`config.mk`:
```
export PLATFORM = sky130hd
export DESIGN_NAME = expression_char_lexer
export DESIGN_NICKNAME = d
export VERILOG_FILES = /design/src/rtl/core/ecl_pkg.sv /design/src/rtl/core/expression_char_lexer.sv
export SDC_FILE = /design/constraint.sdc
export NUM_CORES = 2
export LEC_CHECK = 0
export BUFFER_PORTS_ARGS = -buffer_cell sky130_fd_sc_hd__buf_2
export CORE_MARGIN = 2
export CORE_UTILIZATION = 45
export CTS_CLUSTER_SIZE = 25
export DETAILED_ROUTE_END_ITERATION = 10
export GPL_TIMING_DRIVEN = 0
export PLACE_DENSITY_LB_ADDON = 0.08
export SLEW_MARGIN = 10
export SYNTH_ARGS = -nofsm -noshare
export SYNTH_HDL_FRONTEND = slang
export SYNTH_SLANG_ARGS = --single-unit
```
`constraint.sdc`:
```
create_clock -name i_clk -period 22.6 [get_ports i_clk]
set_input_delay 3.39 -clock i_clk [delete_from_list [all_inputs] [get_ports i_clk]]
set_output_delay 3.39 -clock i_clk [all_outputs]
set_load 0.01 [all_outputs]
```
`src/rtl/core/ecl_pkg.sv`:
```
// shared payload types and token codes for the expression character lexer
package ecl_pkg;

    localparam logic [2:0] KIND_OP2 = 3'd0;
    localparam logic [2:0] KIND_OP1 = 3'd1;
    localparam logic [2:0] KIND_NUM = 3'd2;
    localparam logic [2:0] KIND_ID  = 3'd3;
    localparam logic [2:0] KIND_END = 3'd4;

    localparam logic [2:0] IDENT_MAX = 3'd7;

    typedef struct packed {
        logic [7:0] char_code;
        logic       char_valid;
        logic       end_of_text;
    } t_char_in;

    typedef struct packed {
        logic [2:0]  token_kind;
        logic [7:0]  op_first;
        logic [7:0]  op_second;
        logic [31:0] number_value;
        logic [55:0] ident_text;
        logic [2:0]  ident_length;
        logic [5:0]  token_position;
        logic        final_token;
    } t_token_out;

endpackage

```
`src/rtl/core/expression_char_lexer.sv`:
```
// expression character lexer: characters in, operator / number / identifier tokens out
//
// input channel (i_valid, o_ready, i_char) takes one character item per transfer;
// output channel (o_valid, i_ready, o_token) gives one token per transfer.
// an accepted item waits in the input register until it is scanned; the scan logic then
// updates the lexer state and pushes the 0 to 3 tokens it causes into an
// 8-entry result queue; the first token is offered on o_valid once it is written there.
// throughput is one character per cycle while the queue has room; the drain rate
// of the queue, one token per cycle, sets it when items yield more than one token.
// an item is scanned only while the queue has room for 3 tokens, so a
// stalled receiver fills the queue and then holds o_ready low; nothing is
// dropped. the item flagged end_of_text flushes the open token, adds the end
// token and returns the lexer to its reset state.
// reset (i_rst_n low, synchronous) empties the queue and the input register
// and clears the lexer state; o_ready is high in the first cycle after it.
module expression_char_lexer #(
    parameter int TOKEN_CAP = 64
) (
    input  logic                  i_clk,
    input  logic                  i_rst_n,
    input  logic                  i_valid,
    output logic                  o_ready,
    input  ecl_pkg::t_char_in     i_char,
    output logic                  o_valid,
    input  logic                  i_ready,
    output ecl_pkg::t_token_out   o_token
);
    import ecl_pkg::*;

    localparam int CNT_W = ($clog2(TOKEN_CAP) > 6) ? $clog2(TOKEN_CAP) : 6;
    localparam logic [CNT_W:0] LIMIT = (CNT_W + 1)'(TOKEN_CAP - 1);
    localparam int Q_DEPTH = 8;
    localparam int Q_AW = $clog2(Q_DEPTH);
    localparam logic [Q_AW:0] Q_ROOM = (Q_AW + 1)'(Q_DEPTH - 3);

    localparam logic [2:0] MODE_IDLE  = 3'd0;
    localparam logic [2:0] MODE_HELD  = 3'd1;
    localparam logic [2:0] MODE_DEC   = 3'd2;
    localparam logic [2:0] MODE_HEX   = 3'd3;
    localparam logic [2:0] MODE_IDENT = 3'd4;

    localparam logic [7:0] CH_TAB   = 8'h09;
    localparam logic [7:0] CH_SPACE = 8'h20;
    localparam logic [7:0] CH_BANG  = 8'h21;
    localparam logic [7:0] CH_DOLL  = 8'h24;
    localparam logic [7:0] CH_AMP   = 8'h26;
    localparam logic [7:0] CH_LPAR  = 8'h28;
    localparam logic [7:0] CH_RPAR  = 8'h29;
    localparam logic [7:0] CH_STAR  = 8'h2A;
    localparam logic [7:0] CH_PLUS  = 8'h2B;
    localparam logic [7:0] CH_COMMA = 8'h2C;
    localparam logic [7:0] CH_MINUS = 8'h2D;
    localparam logic [7:0] CH_LT    = 8'h3C;
    localparam logic [7:0] CH_EQ    = 8'h3D;
    localparam logic [7:0] CH_GT    = 8'h3E;
    localparam logic [7:0] CH_UNDER = 8'h5F;
    localparam logic [7:0] CH_BAR   = 8'h7C;

    typedef struct packed {
        logic       emit;
        t_token_out tok;
    } t_close;

    function automatic t_token_out make_tok(
        input logic [2:0]  kind,
        input logic [7:0]  op1,
        input logic [7:0]  op2,
        input logic [31:0] num,
        input logic [55:0] txt,
        input logic [2:0]  len,
        input logic [5:0]  pos,
        input logic        fin
    );
        t_token_out t;
        t.token_kind     = kind;
        t.op_first       = op1;
        t.op_second      = op2;
        t.number_value   = num;
        t.ident_text     = txt;
        t.ident_length   = len;
        t.token_position = pos;
        t.final_token    = fin;
        return t;
    endfunction

    // token left open by the current scan mode, if any
    function automatic t_close close_tok(
        input logic [2:0]  mode,
        input logic [7:0]  held,
        input logic [31:0] acc,
        input logic [55:0] ibuf,
        input logic [2:0]  icnt,
        input logic [5:0]  pos
    );
        t_close r;
        r.emit = 1'b0;
        r.tok  = '0;
        if (mode == MODE_HELD && (held == CH_LT || held == CH_GT)) begin
            r.emit = 1'b1;
            r.tok  = make_tok(KIND_OP1, held, 8'd0, 32'd0, 56'd0, 3'd0, pos, 1'b0);
        end else if (mode == MODE_DEC || mode == MODE_HEX) begin
            r.emit = 1'b1;
            r.tok  = make_tok(KIND_NUM, 8'd0, 8'd0, acc, 56'd0, 3'd0, pos, 1'b0);
        end else if (mode == MODE_IDENT) begin
            r.emit = 1'b1;
            r.tok  = make_tok(KIND_ID, 8'd0, 8'd0, 32'd0, ibuf, icnt, pos, 1'b0);
        end
        return r;
    endfunction

    logic            r_in_valid;
    t_char_in        r_in;
    logic [2:0]      r_mode;
    logic [7:0]      r_held;
    logic [31:0]     r_acc;
    logic [55:0]     r_ibuf;
    logic [2:0]      r_icnt;
    logic [CNT_W-1:0] r_cnt;

    t_token_out      r_q [Q_DEPTH];
    logic [Q_AW-1:0] r_wr;
    logic [Q_AW-1:0] r_rd;
    logic [Q_AW:0]   r_qcnt;
    logic [Q_AW:0]   n_qcnt;

    logic            proc;
    logic            pop;
    logic            in_take;

    logic [2:0]      n_mode;
    logic [7:0]      n_held;
    logic [31:0]     n_acc;
    logic [55:0]     n_ibuf;
    logic [2:0]      n_icnt;
    logic [CNT_W-1:0] n_cnt;
    logic [1:0]      nres;
    t_token_out      res [3];
    t_close          cl;

    logic [7:0]      c;
    logic [7:0]      c_up;
    logic            is_d;
    logic            is_a;
    logic            is_hx;
    logic [3:0]      hx_val;
    logic            take;
    logic            fall;
    logic            do_close;
    logic            pair;

    assign proc    = r_in_valid && (r_qcnt <= Q_ROOM);
    assign o_ready = !r_in_valid || proc;
    assign in_take = i_valid && o_ready;
    assign o_valid = (r_qcnt != '0);
    assign pop     = o_valid && i_ready;
    assign o_token = r_q[r_rd];

    assign c      = r_in.char_code;
    assign c_up   = (c >= 8'h61 && c <= 8'h7A) ? (c & 8'hDF) : c;
    assign is_d   = (c >= 8'h30 && c <= 8'h39);
    assign is_a   = (c >= 8'h61 && c <= 8'h7A) || (c >= 8'h41 && c <= 8'h5A);
    assign is_hx  = is_d || (c >= 8'h61 && c <= 8'h66) || (c >= 8'h41 && c <= 8'h46);
    // letters a-f / A-F have low nibble 1..6
    assign hx_val = is_d ? c[3:0] : (c[3:0] + 4'd9);
    assign pair   = (c == CH_EQ && (r_held == CH_EQ || r_held == CH_BANG ||
                                    r_held == CH_LT || r_held == CH_GT)) ||
                    (c == CH_AMP && r_held == CH_AMP) ||
                    (c == CH_BAR && r_held == CH_BAR);

    always_comb begin
        n_mode   = r_mode;
        n_held   = r_held;
        n_acc    = r_acc;
        n_ibuf   = r_ibuf;
        n_icnt   = r_icnt;
        n_cnt    = r_cnt;
        nres     = 2'd0;
        res[0]   = '0;
        res[1]   = '0;
        res[2]   = '0;
        fall     = 1'b0;
        do_close = 1'b0;
        cl       = '0;
        take     = r_in.char_valid && ({1'b0, r_cnt} < LIMIT);

        if (take) begin
            case (r_mode)
                MODE_HELD: begin
                    if (pair) begin
                        res[nres] = make_tok(KIND_OP2, r_held, c, 32'd0, 56'd0, 3'd0,
                                             n_cnt[5:0], 1'b0);
                        nres   = nres + 2'd1;
                        n_cnt  = n_cnt + CNT_W'(1);
                        n_mode = MODE_IDLE;
                        n_held = 8'd0;
                    end else begin
                        do_close = 1'b1;
                    end
                end
                MODE_DEC: begin
                    if (is_d) begin
                        n_acc = (r_acc << 3) + (r_acc << 1) + {28'd0, c[3:0]};
                    end else begin
                        do_close = 1'b1;
                    end
                end
                MODE_HEX: begin
                    if (is_hx) begin
                        n_acc = {r_acc[27:0], hx_val};
                    end else begin
                        do_close = 1'b1;
                    end
                end
                MODE_IDENT: begin
                    if (is_a || is_d || c == CH_UNDER) begin
                        if (r_icnt < IDENT_MAX) begin
                            n_ibuf = r_ibuf | ({48'd0, c_up} << {r_icnt, 3'b000});
                            n_icnt = r_icnt + 3'd1;
                        end
                    end else begin
                        do_close = 1'b1;
                    end
                end
                default: begin
                    fall = 1'b1;
                end
            endcase

            if (do_close) begin
                fall = 1'b1;
                cl = close_tok(n_mode, n_held, n_acc, n_ibuf, n_icnt, n_cnt[5:0]);
                if (cl.emit) begin
                    res[nres] = cl.tok;
                    nres  = nres + 2'd1;
                    n_cnt = n_cnt + CNT_W'(1);
                end
                n_mode = MODE_IDLE;
                n_held = 8'd0;
                n_acc  = 32'd0;
                n_ibuf = 56'd0;
                n_icnt = 3'd0;
            end

            // the terminating character (or one met while idle) starts a new token unless the limit was just hit
            if (fall && ({1'b0, n_cnt} < LIMIT)) begin
                if (c == CH_SPACE || c == CH_TAB) begin
                    n_mode = MODE_IDLE;
                end else if (c == CH_EQ || c == CH_BANG || c == CH_LT || c == CH_GT ||
                             c == CH_AMP || c == CH_BAR) begin
                    n_mode = MODE_HELD;
                    n_held = c;
                end else if (c == CH_LPAR || c == CH_RPAR || c == CH_PLUS ||
                             c == CH_MINUS || c == CH_STAR || c == CH_COMMA) begin
                    res[nres] = make_tok(KIND_OP1, c, 8'd0, 32'd0, 56'd0, 3'd0,
                                         n_cnt[5:0], 1'b0);
                    nres  = nres + 2'd1;
                    n_cnt = n_cnt + CNT_W'(1);
                end else if (c == CH_DOLL) begin
                    n_mode = MODE_HEX;
                    n_acc  = 32'd0;
                end else if (is_d) begin
                    n_mode = MODE_DEC;
                    n_acc  = {28'd0, c[3:0]};
                end else if (is_a || c == CH_UNDER) begin
                    n_mode = MODE_IDENT;
                    n_ibuf = {48'd0, c_up};
                    n_icnt = 3'd1;
                end
            end
        end

        if (r_in.end_of_text) begin
            cl = close_tok(n_mode, n_held, n_acc, n_ibuf, n_icnt, n_cnt[5:0]);
            if (cl.emit) begin
                res[nres] = cl.tok;
                nres  = nres + 2'd1;
                n_cnt = n_cnt + CNT_W'(1);
            end
            res[nres] = make_tok(KIND_END, 8'd0, 8'd0, 32'd0, 56'd0, 3'd0,
                                 n_cnt[5:0], 1'b1);
            nres   = nres + 2'd1;
            n_mode = MODE_IDLE;
            n_held = 8'd0;
            n_acc  = 32'd0;
            n_ibuf = 56'd0;
            n_icnt = 3'd0;
            n_cnt  = '0;
        end
    end

    assign n_qcnt = r_qcnt + (proc ? {{(Q_AW - 1){1'b0}}, nres} : '0)
                  - {{Q_AW{1'b0}}, pop};

    always_ff @(posedge i_clk) begin
        if (!i_rst_n) begin
            r_in_valid <= 1'b0;
            r_mode     <= MODE_IDLE;
            r_held     <= 8'd0;
            r_acc      <= 32'd0;
            r_ibuf     <= 56'd0;
            r_icnt     <= 3'd0;
            r_cnt      <= '0;
            r_wr       <= '0;
            r_rd       <= '0;
            r_qcnt     <= '0;
        end else begin
            if (in_take) begin
                r_in_valid <= 1'b1;
            end else if (proc) begin
                r_in_valid <= 1'b0;
            end
            if (proc) begin
                r_mode <= n_mode;
                r_held <= n_held;
                r_acc  <= n_acc;
                r_ibuf <= n_ibuf;
                r_icnt <= n_icnt;
                r_cnt  <= n_cnt;
                r_wr   <= r_wr + Q_AW'(nres);
            end
            if (pop) begin
                r_rd <= r_rd + Q_AW'(1);
            end
            r_qcnt <= n_qcnt;
        end
    end

    always_ff @(posedge i_clk) begin
        if (in_take) begin
            r_in <= i_char;
        end
        for (int k = 0; k < 3; k++) begin
            if (proc && (k < int'(nres))) begin
                r_q[r_wr + Q_AW'(k)] <= res[k];
            end
        end
    end

endmodule
```
==> impl_results.md <==
* Status: complete, but fails checks
* Failing checks: capacitance limit, slew limit
* Crit. Startpoint: c[1]$_DFFE_PP_
* Reg power frac at 0.394
* Initial antenna violation count at 18
* WHS at 534 ps
* Crit path DAT at 15300 ps
* Period utilisation layout at 0.654
* Sequential element share of the synthesized area at 0.503
* Clock power share at 0.381
* Starting Density at 0.455
* Worst stage delay on the critical path at 1260 ps
* Net Sw Frac at 0.309
* VDD IR-drop max at 0.0837 mV
* HP Class: reg2reg
* Grt total ovfl at 0
* Critical Path Slowest Stage Cell: a2111oi_4
* Post-CTS Setup Bufs at 0
* P_int at 3810 uW
* Ys flop type: edfxtp_1
* M1 GR Usage at 0.539
* Worst Hold Launch: r_ibuf[5]$_SDFFE_PN0P_
* Final WL at 307000 um
* Post-synthesis cell count at 5599
* Seq cells post-synth at ~1100
* Post-synth EDFFs at 938
* Syn Area/Cell at 10.9 um^2
* Die area at around 0.14 mm^2
* NumNets Final at a little over 6000
* Total CTS buffers at 118
* Vias at about 56000
* Rel. slew slack at -0.0583
* Total GRT Usage at 0.437
* GRT met2 Usage at 0.633
* Worst Setup End Kind: flop
* Fin. Hold Viols at 0
* CTS sink cnt at 1060
* Clock transition at path regs at 60 ps
* Layout area overhead at 15.1%
* Worst clock skew at between 100 and 150 ps
* Post-layout min period at 14770 ps
* CTS-repair resized insts at 0
* Max Fclk at 67.7 MHz
* Global-route wire length before repair at roughly 420000 um
* Die Span Y at 372 um
* Crit path required time at 23130 ps
* Antenna Nets Post-Route at 0
* Comb pwr share at 0.224
* Synth Cell Area at 0.0609 mm^2
* Distinct cells, synth at between 100 and 150
* H-tree depth at 3
* Max-slew violations at 30
* GRT Max-Usage Layer: met2
* Iteration-0 DRC Markers at roughly 10000
* Cts hold-fix bufs at 0
* Vias per cell at slightly above 7
* Proportion of layout cells with a drive suffix above 1 at 0.188
* Clock root buffer: clkbuf_16
* Setup_tns at 0 ps
* Critical path type: reg2reg
* Worst setup SP type: flop
* Total power at 5510 uW
* Worst Tran Pin Value at 1590 ps
* Row Count at ~130
* Final Wtd Congestion at 1.05
* Dpl cell area at ~0.066 mm^2
* RSZ-0062 raised after global routing: no
* CTS tree: yes
* YS warnings at 0
* Max_cap viols at 6
* Drt pass-1 iters at 9
* Clock Latency Late Sink at 830 ps
* Async SR Flop Fraction at 0
* Worst Path Max Fanout at 10
* Largest net degree at the start of global routing at 20
* Port bufs at 132
* Post-route DRC at 0
* Lkg Pwr at approximately 0.024 uW
* Ports at between 100 and 150
* Pwr/cell area at around 79 mW/mm^2
* Drt wl/cell at 38.5 um
* Width of the die at 372 um
* Area of the core at 0.134 mm^2
* Post-DP HPWL at ~220000 um
* Post-Layout Inst Area at 0.0700 mm^2
* Setup violations, final at 0
* Met3 GRT Util at 0.165
* RR Startpoint: c[1]$_DFFE_PP_
* CTS Buffer Depth at 3
* Final core utilization at 0.523
* Net Sw Power at 1700 uW
* Vias in the first global route at 53207
[through the flow]
stage | setup slack (ps) | std cells
2_1_floorplan | 3570 | 5614
3_3_place_gp | -14820 | 7514
3_5_place_dp | 7780 | 7745
4_1_cts | 7810 | 7968
5_1_grt | 7790 | 7972
6_report | 7830 | 7977
[cell usage after synthesis, types with 35 or more instances]
master      n  area share
nor3_1     80      0.0066
nand3_1   164       0.013
edfxtp_1  938        0.46
nor2b_1    61      0.0063
dfxtp_1   122       0.040
buf_2      70      0.0058
o31ai_1    39      0.0048
and2_1     67      0.0069
clkbuf_1  372       0.023
a221oi_1  105       0.015
nor2_1    659       0.041
ha_1       88       0.018
o221ai_1   36      0.0052
o22ai_1    54      0.0056
buf_1      90      0.0056
mux4_2    232       0.086
mux2_2    122       0.023
o21ai_0   189       0.016
and3_1     77      0.0079
a22oi_1   359       0.044
o21ai_1    35      0.0029
a21oi_1   438       0.036
nand2_1   551       0.034
inv_1      47      0.0029
a211oi_1   91       0.011
[cells in the final DEF (no fill, tap or decap), types with 54 or more instances in the layout]
| master | instances |
|---|---|
| o22ai_1 | 54 |
| mux4_2 | 232 |
| nor3_1 | 79 |
| and2_1 | 67 |
| a22oi_1 | 359 |
| nand2_1 | 551 |
| ha_1 | 88 |
| a211oi_1 | 89 |
| dfxtp_1 | 122 |
| nor2b_1 | 61 |
| buf_2 | 275 |
| nor2_1 | 656 |
| a221oi_1 | 105 |
| buf_4 | 155 |
| and3_1 | 77 |
| edfxtp_1 | 938 |
| buf_1 | 72 |
| mux2_2 | 122 |
| clkbuf_1 | 363 |
| a21oi_1 | 437 |
| nand3_1 | 164 |
| clkbuf_16 | 118 |
| o21ai_0 | 188 |
[registers in the layout (all words and copies together), names as in the netlist, named ones only]
signal and cells:
r_qcnt 4, r_acc 32, r_ibuf 56, r_held 8, r_in 2, r_rd 3
r_in_valid 1, c 8, r_icnt 3, r_wr 3, r_q 928, r_cnt 6
r_mode 3
[worst paths after layout]
kind,endpoint,slack [ps],depth (start not counted)
max reg2reg,r_q[3][78]$_DFFE_PP_,7830,33
max,r_q[3][78]$_DFFE_PP_,7830,33
min reg2reg,r_ibuf[5]$_SDFFE_PN0P_,530,2
min,r_ibuf[5]$_SDFFE_PN0P_,530,2
[worst max-delay path: cells and delay by family, from the launching register on]
kind                       cells  cell delay (ps)
AOI/OAI and AO/OA              9             3950
DFF                            1              490
muxes                          2             1080
adders and majority gates      3             1190
xor gates and xnor gates       1              160
buffers and inverters         12             5360
and+or+nand+nor                6             2240
[kinds of logic after synthesis]
| kind of cell | synth area share |
|---|---|
| AND/OR/NAND/NOR | 0.134 |
| multiplexers | 0.113 |
| other | 0.0000616 |
| AO/OA/AOI/OAI | 0.186 |
| flip-flops | 0.503 |
| buffers and inverters | 0.0388 |
| XOR/XNOR | 0.00576 |
| adder cells (fa/ha/maj) | 0.0194 |
[power groups by stage]
stage               sequential (uW)  combinational [uW]  clock, uW
floorplan                      2220                 689          0
global placement               2260                1180          0
detailed placement             2210                1190          0
CTS                            2170                1200       2080
global route                   2170                1260       2150
finish                         2170                1240       2100
[routing by layer]
layer | part of all wire | vias to the layer above
li1 | - | 22620
met5 | 0.00025 | -
met2 | 0.42 | 4791
met4 | 0.085 | 12
met3 | 0.15 | 1222
met1 | 0.35 | 27556
[layout make-up]
cell class / instances / area [um^2]
Antenna cell: 6 / 15.0
Buffer: 542 / 2240
Clock buffer: 140 / 3070
Clock inverter: 83 / 1060
Fill cell: 12071 / 63800
Inverter: 49 / 184
Multi-Input combinational cell: 3963 / 28200
Sequential cell: 1060 / 30600
Tap cell: 1768 / 2210
Timing Repair Buffer: 366 / 2390
(Power assumes the default switching activity.)
